==> src/greedy_load_balance_assigner_top_defines.svh <==
// assertion macros for the load balance assigner
`ifndef GREEDY_LOAD_BALANCE_ASSIGNER_TOP_DEFINES_SVH
`define GREEDY_LOAD_BALANCE_ASSIGNER_TOP_DEFINES_SVH
// implication checked on every clock edge outside reset
`define GLB_ASSERT_IMPL(label, clk, rst, ante, cons, msg) \
   label: assert property (@(posedge clk) disable iff (rst) (ante) |-> (cons)) else $error(msg);
// consequence due at the clock edge after the antecedent
`define GLB_ASSERT_NEXT(label, clk, rst, ante, cons, msg) \
   label: assert property (@(posedge clk) disable iff (rst) (ante) |=> (cons)) else $error(msg);
// condition that holds on every clock edge outside reset
`define GLB_ASSERT_ALWAYS(label, clk, rst, cond, msg) \
   label: assert property (@(posedge clk) disable iff (rst) (cond)) else $error(msg);
`endif

==> src/glba_pkg.sv <==
// shared constants and types for the load balance assigner
package glba_pkg;
   localparam int MAX_JOBS   = 64;
   localparam int MAX_NODES  = 16;
   localparam int JOB_W      = 10;
   localparam int IDX_W      = $clog2(MAX_JOBS);
   localparam int CNT_W      = $clog2(MAX_JOBS + 1);
   localparam int NODE_W     = (MAX_NODES > 1) ? $clog2(MAX_NODES) : 1;
   localparam int NCNT_W     = $clog2(MAX_NODES + 1);
   localparam int LOAD_W     = 16;
   localparam int CFG_NODE_W = 5;
   localparam logic [LOAD_W-1:0] LOAD_MAX = '1;

   typedef struct packed {
      logic clear;
      logic load_job;
      logic sort_init;
      logic sort_outer;
      logic sort_step;
      logic sort_place;
      logic prev_rd;
      logic asg_init;
      logic scan_step;
      logic rd_issue;
      logic commit;
      logic done;
   } glba_cmd_type;

   typedef struct packed {
      logic sort_cmp_move;
      logic sort_j_zero;
      logic sort_i_end;
      logic scan_end;
      logic asg_end;
      logic full;
   } glba_sts_type;
endpackage

==> src/glba_ctrl.sv <==
// controller state machine: load, sort, assign
module glba_ctrl
   import glba_pkg::*;
(
   input  logic         clock,
   input  logic         reset,
   input  logic         req_tvalid,
   input  logic         req_tlast,
   output logic         req_tready,
   input  logic         out_busy,
   input  glba_sts_type sts,
   output glba_cmd_type cmd
);
   localparam logic [2:0] ST_LOAD  = 3'd0;
   localparam logic [2:0] ST_SORTI = 3'd1;
   localparam logic [2:0] ST_SORTR = 3'd2;
   localparam logic [2:0] ST_SORTC = 3'd3;
   localparam logic [2:0] ST_SCAN  = 3'd4;
   localparam logic [2:0] ST_RD    = 3'd5;
   localparam logic [2:0] ST_CMT   = 3'd6;
   localparam logic [2:0] ST_SORTW = 3'd7;

   logic [2:0] state_ff, state_in;
   logic       acc;

   assign req_tready = (state_ff == ST_LOAD);
   assign acc        = req_tvalid && req_tready;

   always_comb begin
      state_in = state_ff;
      cmd      = '0;
      case (state_ff)
         ST_LOAD: begin
            cmd.load_job = acc;
            if (acc && req_tlast) begin
               cmd.sort_init = 1'b1;
               state_in      = ST_SORTI;
            end
         end
         ST_SORTI: begin
            if (sts.sort_i_end) begin
               cmd.asg_init = 1'b1;
               state_in     = ST_SCAN;
            end else begin
               cmd.sort_outer = 1'b1;
               state_in       = ST_SORTR;
            end
         end
         ST_SORTR: begin
            // read sorted_order[j-1]
            if (sts.sort_j_zero) begin
               cmd.sort_place = 1'b1;
               state_in       = ST_SORTI;
            end else begin
               cmd.rd_issue = 1'b1;
               state_in     = ST_SORTW;
            end
         end
         ST_SORTW: begin
            // then the weight of that job
            cmd.prev_rd = 1'b1;
            state_in    = ST_SORTC;
         end
         ST_SORTC: begin
            if (sts.sort_cmp_move) begin
               cmd.sort_step = 1'b1;
               state_in      = ST_SORTR;
            end else begin
               cmd.sort_place = 1'b1;
               state_in       = ST_SORTI;
            end
         end
         ST_SCAN: begin
            cmd.scan_step = 1'b1;
            if (sts.scan_end) state_in = ST_RD;
         end
         ST_RD: begin
            if (!out_busy) begin
               cmd.rd_issue = 1'b1;
               state_in     = ST_CMT;
            end
         end
         ST_CMT: begin
            cmd.commit = 1'b1;
            if (sts.asg_end) begin
               cmd.done = 1'b1;
               state_in = ST_LOAD;
            end else begin
               cmd.asg_init = 1'b1;
               state_in     = ST_SCAN;
            end
         end
         default: state_in = ST_LOAD;
      endcase
   end

   always_ff @(posedge clock) begin
      if (reset) state_ff <= ST_LOAD;
      else       state_ff <= state_in;
   end
endmodule

==> src/glba_dpath.sv <==
// datapath: job store, insertion sort, node load scan and output register
module glba_dpath
   import glba_pkg::*;
(
   input  logic                  clock,
   input  logic                  reset,
   input  glba_cmd_type          cmd,
   output glba_sts_type          sts,
   input  logic [JOB_W-1:0]      req_weight,
   input  logic [CFG_NODE_W-1:0] node_count,
   output logic                  out_busy,
   output logic                  rsp_tvalid,
   input  logic                  rsp_tready,
   output logic [IDX_W-1:0]      rsp_index,
   output logic [NODE_W-1:0]     rsp_node,
   output logic [LOAD_W-1:0]     rsp_load,
   output logic                  rsp_last
);
   `include "greedy_load_balance_assigner_top_defines.svh"

   logic [JOB_W-1:0]  wmem [MAX_JOBS];
   logic [IDX_W-1:0]  omem [MAX_JOBS];
   logic [LOAD_W-1:0] loads_ff [MAX_NODES];

   logic [CNT_W-1:0]  held_ff, held_in;
   logic [CNT_W-1:0]  i_ff, j_ff, k_ff;
   logic [JOB_W-1:0]  key_w_ff;
   logic [IDX_W-1:0]  prev_idx_ff;   // sorted_order[j-1] read
   logic [JOB_W-1:0]  prev_w_ff;
   logic [IDX_W-1:0]  w_addr;
   logic [IDX_W-1:0]  cur_idx_ff;
   logic [JOB_W-1:0]  cur_w_ff;
   logic [NCNT_W-1:0] nodes;
   logic [NCNT_W-1:0] scan_ff;
   logic [NODE_W-1:0] best_ff;
   logic [LOAD_W:0]   sum;
   logic              vld_ff;
   logic [IDX_W-1:0]  o_idx_ff;
   logic [NODE_W-1:0] o_node_ff;
   logic [LOAD_W-1:0] o_load_ff;
   logic              o_last_ff;

   always_comb begin
      if (node_count == '0) nodes = NCNT_W'(1);
      else if (node_count > CFG_NODE_W'(MAX_NODES)) nodes = NCNT_W'(MAX_NODES);
      else nodes = NCNT_W'(node_count);
   end

   // single read port of the weight store
   always_comb begin
      if (cmd.sort_outer)   w_addr = i_ff[IDX_W-1:0];
      else if (cmd.prev_rd) w_addr = prev_idx_ff;
      else                  w_addr = cur_idx_ff;
   end

   assign sts.full          = (held_ff == CNT_W'(MAX_JOBS));
   assign sts.sort_i_end    = (i_ff == held_ff);
   assign sts.sort_j_zero   = (j_ff == '0);
   assign sts.sort_cmp_move = (prev_w_ff < key_w_ff);
   assign sts.scan_end      = (scan_ff >= nodes - NCNT_W'(1));
   assign sts.asg_end       = (k_ff + CNT_W'(1) == held_ff);
   assign out_busy          = vld_ff && !rsp_tready;

   assign sum = {1'b0, loads_ff[best_ff]} + (LOAD_W+1)'(cur_w_ff);

   always_comb begin
      held_in = held_ff;
      if (cmd.done) held_in = '0;
      else if (cmd.load_job && !sts.full) held_in = held_ff + CNT_W'(1);
   end

   // job weight store
   always_ff @(posedge clock) begin
      if (cmd.load_job && !sts.full) wmem[held_ff[IDX_W-1:0]] <= req_weight;
   end

   always_ff @(posedge clock) begin
      if (cmd.sort_outer) key_w_ff <= wmem[w_addr];
      if (cmd.prev_rd) prev_w_ff <= wmem[w_addr];
      if (cmd.rd_issue) cur_w_ff <= wmem[w_addr];
   end

   // sorted order store: shift on move, key on place
   always_ff @(posedge clock) begin
      if (cmd.sort_step) omem[j_ff[IDX_W-1:0]] <= prev_idx_ff;
      else if (cmd.sort_place) omem[j_ff[IDX_W-1:0]] <= i_ff[IDX_W-1:0];
   end

   always_ff @(posedge clock) begin
      if (cmd.rd_issue) begin
         if (cmd.commit == 1'b0 && j_ff != '0 && cmd.asg_init == 1'b0)
            prev_idx_ff <= omem[j_ff[IDX_W-1:0] - IDX_W'(1)];
      end
   end

   always_ff @(posedge clock) begin
      if (reset) begin
         held_ff <= '0;
         vld_ff  <= 1'b0;
      end else begin
         held_ff <= held_in;
         if (cmd.commit) vld_ff <= 1'b1;
         else if (rsp_tready) vld_ff <= 1'b0;
      end
   end

   always_ff @(posedge clock) begin
      if (cmd.sort_init) begin
         i_ff <= '0;
         k_ff <= '0;
         for (int n = 0; n < MAX_NODES; n++) loads_ff[n] <= '0;
      end
      if (cmd.sort_outer) j_ff <= i_ff;
      if (cmd.sort_step) j_ff <= j_ff - CNT_W'(1);
      if (cmd.sort_place) i_ff <= i_ff + CNT_W'(1);
      if (cmd.asg_init) begin
         scan_ff <= NCNT_W'(1);
         best_ff <= '0;
         // k moves on at the same edge when a commit comes with it
         cur_idx_ff <= cmd.commit ? omem[k_ff[IDX_W-1:0] + IDX_W'(1)]
                                  : omem[k_ff[IDX_W-1:0]];
      end
      if (cmd.scan_step && scan_ff < nodes) begin
         if (loads_ff[scan_ff[NODE_W-1:0]] < loads_ff[best_ff])
            best_ff <= scan_ff[NODE_W-1:0];
         scan_ff <= scan_ff + NCNT_W'(1);
      end
      if (cmd.commit) begin
         loads_ff[best_ff] <= sum[LOAD_W] ? LOAD_MAX : sum[LOAD_W-1:0];
         o_idx_ff  <= cur_idx_ff;
         o_node_ff <= best_ff;
         o_load_ff <= sum[LOAD_W] ? LOAD_MAX : sum[LOAD_W-1:0];
         o_last_ff <= sts.asg_end;
         k_ff      <= k_ff + CNT_W'(1);
      end
   end

   assign rsp_tvalid = vld_ff;
   assign rsp_index  = o_idx_ff;
   assign rsp_node   = o_node_ff;
   assign rsp_load   = o_load_ff;
   assign rsp_last   = o_last_ff;

   `GLB_ASSERT_ALWAYS(a_held_max, clock, reset, held_ff <= CNT_W'(MAX_JOBS), "job count overflow")
   `GLB_ASSERT_IMPL(a_commit_free, clock, reset, cmd.commit, !out_busy, "result overwritten")
   `GLB_ASSERT_NEXT(a_done_clear, clock, reset, cmd.done, held_ff == '0, "set not closed")
endmodule

==> src/greedy_load_balance_assigner_top.sv <==
// n jobs load at one per cycle; after the last job the insertion sort starts
// each job, reads and compares for each compare step, and places the job
// each job is then assigned by a scan over the node loads, a read and a commit,
// the read waiting while the output register holds an untaken result
// input is refused from the last job until the last result enters the output register
// reset is synchronous: job count, state and node_count (1) are cleared, stores are not
module greedy_load_balance_assigner_top
   import glba_pkg::*;
(
   input  logic        clock,
   input  logic        reset,
   input  logic        req_tvalid,
   output logic        req_tready,
   input  logic [15:0] req_tdata,   // job_weight
   input  logic        req_tlast,   // last_job
   output logic        rsp_tvalid,
   input  logic        rsp_tready,
   output logic [31:0] rsp_tdata,   // job_index, assigned_node, node_load_after
   output logic        rsp_tlast,   // last_result
   input  logic        csr_psel,
   input  logic        csr_penable,
   input  logic        csr_pwrite,
   input  logic [1:0]  csr_paddr,
   input  logic [31:0] csr_pwdata,
   output logic [31:0] csr_prdata,
   output logic        csr_pready
);
   glba_cmd_type          cmd;
   glba_sts_type          sts;
   logic                  out_busy;
   logic [CFG_NODE_W-1:0] node_count_ff;
   logic [IDX_W-1:0]      o_idx;
   logic [NODE_W-1:0]     o_node;
   logic [LOAD_W-1:0]     o_load;

   assign csr_pready = 1'b1;
   assign csr_prdata = (csr_paddr == 2'd0) ? {{(32-CFG_NODE_W){1'b0}}, node_count_ff} : '0;

   always_ff @(posedge clock) begin
      if (reset) node_count_ff <= CFG_NODE_W'(1);
      else if (csr_psel && csr_penable && csr_pwrite && csr_paddr == 2'd0)
         node_count_ff <= csr_pwdata[CFG_NODE_W-1:0];
   end

   glba_ctrl u_ctrl (
      .clock, .reset, .req_tvalid, .req_tlast, .req_tready,
      .out_busy, .sts, .cmd
   );

   glba_dpath u_dpath (
      .clock, .reset, .cmd, .sts,
      .req_weight (req_tdata[JOB_W-1:0]),
      .node_count (node_count_ff),
      .out_busy, .rsp_tvalid, .rsp_tready,
      .rsp_index (o_idx), .rsp_node (o_node), .rsp_load (o_load),
      .rsp_last (rsp_tlast)
   );

   assign rsp_tdata = {6'd0, o_load, o_node, o_idx};
endmodule

==> config.mk <==
export PLATFORM = sky130hd
export DESIGN_NAME = greedy_load_balance_assigner_top
export DESIGN_NICKNAME = d
export VERILOG_FILES = /design/src/glba_pkg.sv /design/src/glba_ctrl.sv /design/src/glba_dpath.sv /design/src/greedy_load_balance_assigner_top.sv
export VERILOG_INCLUDE_DIRS = /design/src /design/src/src
export SDC_FILE = /design/constraint.sdc
export NUM_CORES = 2
export LEC_CHECK = 0
export BUFFER_PORTS_ARGS = -buffer_cell sky130_fd_sc_hd__buf_2
export CAP_MARGIN = 30
export CORE_MARGIN = 2
export CORE_UTILIZATION = 63
export CTS_CLUSTER_SIZE = 10
export DETAILED_ROUTE_END_ITERATION = 7
export PLACE_DENSITY_LB_ADDON = 0.2
export SLEW_MARGIN = 25
export SYNTH_ARGS = -nofsm -noshare
export SYNTH_HDL_FRONTEND = slang
export SYNTH_SLANG_ARGS = --single-unit
==> constraint.sdc <==
create_clock -name clock -period 9.4 [get_ports clock]
set_input_delay 1.41 -clock clock [delete_from_list [all_inputs] [get_ports clock]]
set_output_delay 1.41 -clock clock [all_outputs]
set_load 0.005 [all_outputs]
# Word level (Yosys, flattened, before mapping)
# Memory sizes are Yosys's and may differ from the RTL's. A register that Yosys moved wholly into a read port is not among the register bits.
# Index checks and enable logic that the tools add are counted.
dict set report classes {
  n_addsub 9
  magnitude_cmp 5
  eq_ne 13
  n_mux 63
  bitwise_logic 3
  n_reduce_logical 26
}
# operator n
set op_table {}
lappend op_table {{$mux 7} 5}
lappend op_table {{$mux 16} 2}
lappend op_table {{$mux 6} 5}
lappend op_table {{$mux 1} 28}
lappend op_table {{$mux 5} 5}
lappend op_table {{$pmux 3 s8} 1}
lappend op_table {{$add 7x1->7 const B} 3}
lappend op_table {{$mux 4} 5}
lappend op_table {{$mux 3} 6}
lappend op_table {{$add 16x10->17} 1}
lappend op_table {{$lt 16x16->1} 1}
lappend op_table {{$reduce_or 16->1} 1}
lappend op_table {{$eq 7x7->1} 2}
lappend op_table {{$eq 3x3->1 const B} 4}
lappend op_table {{$logic_and 1x1->1} 10}
lappend op_table {{$lt 10x10->1} 1}
lappend op_table {{$reduce_bool 2->1} 5}
lappend op_table {{$eq 7x7->1 const B} 1}
lappend op_table {{$logic_not 7->1} 1}
lappend op_table {{$reduce_bool 7->1} 1}
lappend op_table {{$sub 7x1->7 const B} 1}
lappend op_table {{$add 6x1->6 const B} 1}
lappend op_table {{$eq 3x2->1 const B} 2}
lappend op_table {{$mux 2} 3}
lappend op_table {{18 further kinds} 24}
dict set report totals {
  regBits 109
  ramBits 1280
  inputBits 58
  output_inout_bits 68
  mem_count 3
}
# memory words width rd rd_ports_with_merged_regs write_ports line
set memory_table {}
lappend memory_table {u_dpath.wmem 64 10 1 0 1 glba_dpath.sv:21} ;# logic [JOB_W-1:0] wmem [MAX_JOBS];
lappend memory_table {u_dpath.omem 64 6 3 2 1 glba_dpath.sv:22} ;# logic [IDX_W-1:0] omem [MAX_JOBS];
lappend memory_table {u_dpath.loads_ff 16 16 2 2 16 glba_dpath.sv:23} ;# logic [LOAD_W-1:0] loads_ff [MAX_NODES];

# Logic depth before layout (Yosys ltp)
dict set report logic_depth {
  ltp_word 8
  depth_mapped 18
  mapped_depth_nobuf 15
}

# By module
# A second synthesis with hierarchy kept.
dict set report hier_totals {
  hier_cells 3990
  hier_area_um2 65771.8
}
# mod n_inst cells_per_inst area_each_um2 seq_area_each_um2
set by_module_without_submodules {}
lappend by_module_without_submodules {glba_dpath 1 3880 64916.0 41730.0}
lappend by_module_without_submodules {greedy_load_balance_assigner_top 1 65 538.0 100.1}
lappend by_module_without_submodules {glba_ctrl 1 45 317.8 60.1}

# Least setup slack after synthesis
# OpenSTA, ideal clock, no wires.
dict set report synth_path {
  kind {register to register}
  start {reg u_dpath.best_ff[0]}
  end {mem u_dpath.loads_ff[0][14], data pin}
  setup_ns 0.265
  t_arrival_ns 4.893
  required_time_ns 9.135
  slack_ns 4.242
  stages_incl_launch_ff 18
  synth_period_minus_slack_ns 5.158
  cell_sequence {dfxtp_1 > buf_6 > buf_6 > buf_6 > buf_1 > mux4_2 > mux4_2 > fa_1 > a21o_1 > a21oi_1 > o21bai_1 > a21oi_1 > o21ai_0 > a31oi_1 > nor3_1 > mux2i_2 > buf_4 > nor2_1}
}
# item line
set synth_rtl {}
lappend synth_rtl {{from (decl)} glba_dpath.sv:35} ;# logic [NODE_W-1:0] best_ff;
lappend synth_rtl {{from (signal assigned)} glba_dpath.sv:125} ;# best_ff <= scan_ff[NODE_W-1:0];
lappend synth_rtl {{to (decl)} glba_dpath.sv:23}

==> run_results.csv <==
group,metric,value,unit
floorplanning,initial_core_util,63.7,%
routing,drc,0,
floorplanning,boundaryPins,126,
routing,dr.pass1.iters,6,
global_route,grt_pass1_wl,258000,um
sta,setup_viol,0,
global_route,antenna_found_initial,8,
sta,hold_violations,0,
routing,post_drt_via_cell_ratio,7.08,
synthesis,ys_seq_area_share,63.3,%
global_route,grt-ovfl-total,0,
sta,worst_slew_pin_slew,1050,ps
cells_and_area,fill_cells,6570,
synthesis,yosys-top-cells-count,"edfxtp_1 (1,375), nand2_1 (583), mux4_2 (507), nor2_1 (438), nand3_1 (203)",
clocking,cts-buffers-inserted,161,
global_route,met3_usage,8.47,%
hold_path,holdPathStages,0,
synthesis,synth-edff-count,1375,
synthesis,synth_area,0.0661,mm^2
placement,dpl.hpwl,107000,um
synthesis,synth-seq-cells,1405,
setup_path,r2r_cells,14,
synthesis,synthArstFlopShare,0,%
synthesis,yosysMostFrequentCell,"edfxtp_1",
global_route,grt_max_degree,153,
setup_path,critPathSlowestCell,"buf_4",
pwr,p_leak,24.3,nW
status,outcome,"finished, final reports clean",
floorplanning,die_h,328,um
floorplanning,die_area,0.108,mm^2
setup_path,worstSetupPathType,"flop to flop",
synthesis,synth_area_per_cell,15.4,um^2
cells_and_area,seq_area,0.0419,mm^2
placement,dpl_worst_slack,3040,ps
routing,vias,40800,
routing,drtAntennaViolNets,0,
clocking,clockBufferDepth,3,
sta,setup_tns,0,ps
sta,drv_slew,0,
clocking,cts_tree,"done",
global_route,grt_pass1_vias,39500,
clocking,cts-root-buf,"clkbuf_16",
synthesis,yosysUniqueCellTypes,78,
hold_path,min_from,"u_dpath.cur_idx_ff[1]",
routing,routedWlPerCell,30.7,um
setup_path,cp.arrival,6920,ps
placement,portBuffers,58,
setup_path,r2r-end,"u_dpath.loads_ff[4][2]",
hold_path,hold_end,"u_dpath.rsp_index[1]",
setup_path,critPathMaxStageDelay,780,ps
setup_path,start_kind,"flop",
sta,rsz0062_at_grt,"false",
cells_and_area,layout-drive-gt1-share,22.1,%
global_route,grt_usage,33.2,%
floorplanning,die_w,328,um
pwr,peakVddDrop,0.000214,V
job,max_cap_viol_count,0,
clocking,cts_sinks,1405,
clocking,htreeDepth,4,
global_route,met2_usage,50.7,%
synthesis,synth_ff_type,"edfxtp_1",
pwr,power_density,217,mW/mm^2
routing,wl,177000,um
global_route,grt-busiest-layer,"met2",
clocking,holdBufCountCts,0,
clocking,worstSkewPairLatency,800,ps
placement,place.gp.congestion,0.892,
synthesis,synth_cells,4289,
setup_path,regToRegSetupSlack,2990,ps
setup_path,cp_max_fo,40,
sta,setup_slack,2990,ps
routing,drt_iter0_markers,6035,
floorplanning,rows,118,
synthesis,synth_top_area_share,62.4,%
synthesis,synth_top_area_cell,"edfxtp_1",
sta,period_share,68.2,%
floorplanning,coreArea,0.104,mm^2
sta,max_slew_margin,29.7,%
setup_path,endpoint_kind,"flop",
clocking,post_cts_buffers,0,
setup_path,required,9910,ps
clocking,postCtsResizedCells,0,
cells_and_area,layout.nets,4436,
sta,layout_min_cycle_time,6410,ps
sta,skew,36.5,ps
cells_and_area,multiInputGateArea,0.0227,mm^2
synthesis,yosysWarnings,0,
clocking,path_clk_slew,60,ps
sta,max_freq,156,MHz
synthesis,synth_area_leaders,"edfxtp_1 (62%), mux4_2 (17%), nand2_1 (3.3%)",
hold_path,hp-class,"flop to flop",
setup_path,critical_path.cell_chain,"buf_4, mux4_2, mux4_2, fa_1, a21o_1, a21oi_1, o21bai_1, a21oi_1, o21ai_0, a31oi_1, nor3_4, buf_4, nor2_2, nor2_1",
setup_path,reg2reg_from,"u_dpath.best_ff[0]",
global_route,grt_use_met1,46.2,%
cells_and_area,synthToLayoutAreaGrowth,9.79,%
[cells in the final DEF, fill, tap and decap left out, drive strengths merged, types with 3 or more instances in the layout]
master / synthesis / final
a21oi: 136 / 136
o311ai: 3 / 3
conb: 2 / 34
nor2b: 8 / 8
edfxtp: 1375 / 1375
nor2: 461 / 461
and2: 8 / 8
o21a: 5 / 5
o211ai: 3 / 3
clkbuf: 153 / 209
a221o: 7 / 7
a32oi: 33 / 33
mux2i: 123 / 123
a31oi: 14 / 14
nor4: 5 / 5
dfxtp: 30 / 30
a211oi: 7 / 7
xor2: 13 / 13
nand2: 586 / 586
and3: 21 / 21
o22ai: 21 / 21
o21ai: 14 / 14
a21o: 19 / 19
a311oi: 19 / 19
ha: 51 / 51
a2111oi: 9 / 9
or3: 8 / 8
a22oi: 63 / 63
nand3b: 3 / 3
mux4: 513 / 513
or2: 3 / 3
inv: 70 / 75
nand3: 204 / 204
nand4: 11 / 11
buf: 180 / 168
clkinv: 0 / 14
nor3: 23 / 23
nand2b: 8 / 8
mux2: 14 / 14
xnor2: 39 / 39
[metrics by stage]
stage	util, %	hold slack, ps	cell area [um^2]	cells	power, W
floorplan	-	403	66200	4321	0.00936
global placement	65.0	448	67400	5498	0.0101
detailed placement	65.3	458	67700	5519	0.0102
CTS	69.7	464	72300	5741	0.0157
global route	69.9	481	72600	5765	0.0162
finish	69.9	471	72600	5767	0.0158
[area by class of cell]
type,count,area share [%]
sequential,1405,57.7
clock buffer,202,5.80
antenna,2,0.00689
tap,1380,2.38
clock inverter,20,0.498
multi-input combinational,2513,31.3
timing repair buffer,175,1.93
inverter,70,0.362
[registers in the layout, summed over array words and instances (netlist names), named ones only]
name                 cells
u_dpath.cur_w_ff        10
u_dpath.rsp_last         1
u_dpath.loads_ff       256
u_dpath.prev_w_ff       10
node_count_ff            5
u_dpath.wmem           640
u_dpath.i_ff             7
u_dpath.key_w_ff        10
u_dpath.scan_ff          5
u_dpath.rsp_tvalid       1
u_dpath.j_ff             7
u_dpath.rsp_node         4
u_dpath.cur_idx_ff       6
u_ctrl.state_ff          3
u_dpath.best_ff          4
u_dpath.rsp_index        6
u_dpath.held_ff          7
u_dpath.prev_idx_ff      6
u_dpath.k_ff             7
u_dpath.omem           384
u_dpath.rsp_load        16
[power by group]
group	leakage [nW]	internal (W)	switching (W)	total, W
combinational	9.34	0.00106	0.00191	0.00297
sequential	12.8	0.00704	0.000146	0.00718
clock	2.20	0.00315	0.00245	0.00560
total	24.3	0.0112	0.00451	0.0158
[worst max-delay path by stage]
stage | from | end | slack (ps) | cells after the start
after CTS | u_dpath.best_ff[0] | u_dpath.loads_ff[5][2] | 3010 | 14
after detailed placement | u_dpath.best_ff[0] | u_dpath.loads_ff[1][2] | 3040 | 14
final | u_dpath.best_ff[0] | u_dpath.loads_ff[4][2] | 2990 | 14
after global placement | u_dpath.best_ff[0] | u_dpath.loads_ff[3][2] | 3090 | 14
after floorplan | u_dpath.best_ff[0] | u_dpath.loads_ff[0][14] | 4240 | 17
after global routing | u_dpath.best_ff[0] | u_dpath.loads_ff[4][2] | 2610 | 14
[cells by family after synthesis]
| family | synth area share [%] |
|---|---|
| flops | 63.3 |
| simple gates | 8.69 |
| mux | 19.6 |
| buf+inv | 2.81 |
| compound gates | 3.81 |
| fa+ha+maj | 0.995 |
| xor+xnor | 0.711 |
| other cells | 0.0114 |
[routing by layer]
metal / wire, um / vias up / share of wire (%)
li1: - / 16700 / -
met1: 62900 / 20600 / 35
met2: 83200 / 3005 / 47
met3: 23000 / 472 / 13
met4: 8250 / 4 / 4.7
met5: 22 / - / 0.012
[worst max-delay path, delay by kind of cell (launching register included)]
kind,cells,cell delay [ps]
buffers and inverters,2,1070
muxes,2,1110
DFF,1,750
adders and majority gates,1,440
AOI/OAI and AO/OA,6,1740
and+or+nand+nor,3,960
Note: power is estimated with default switching activity, not from simulation.
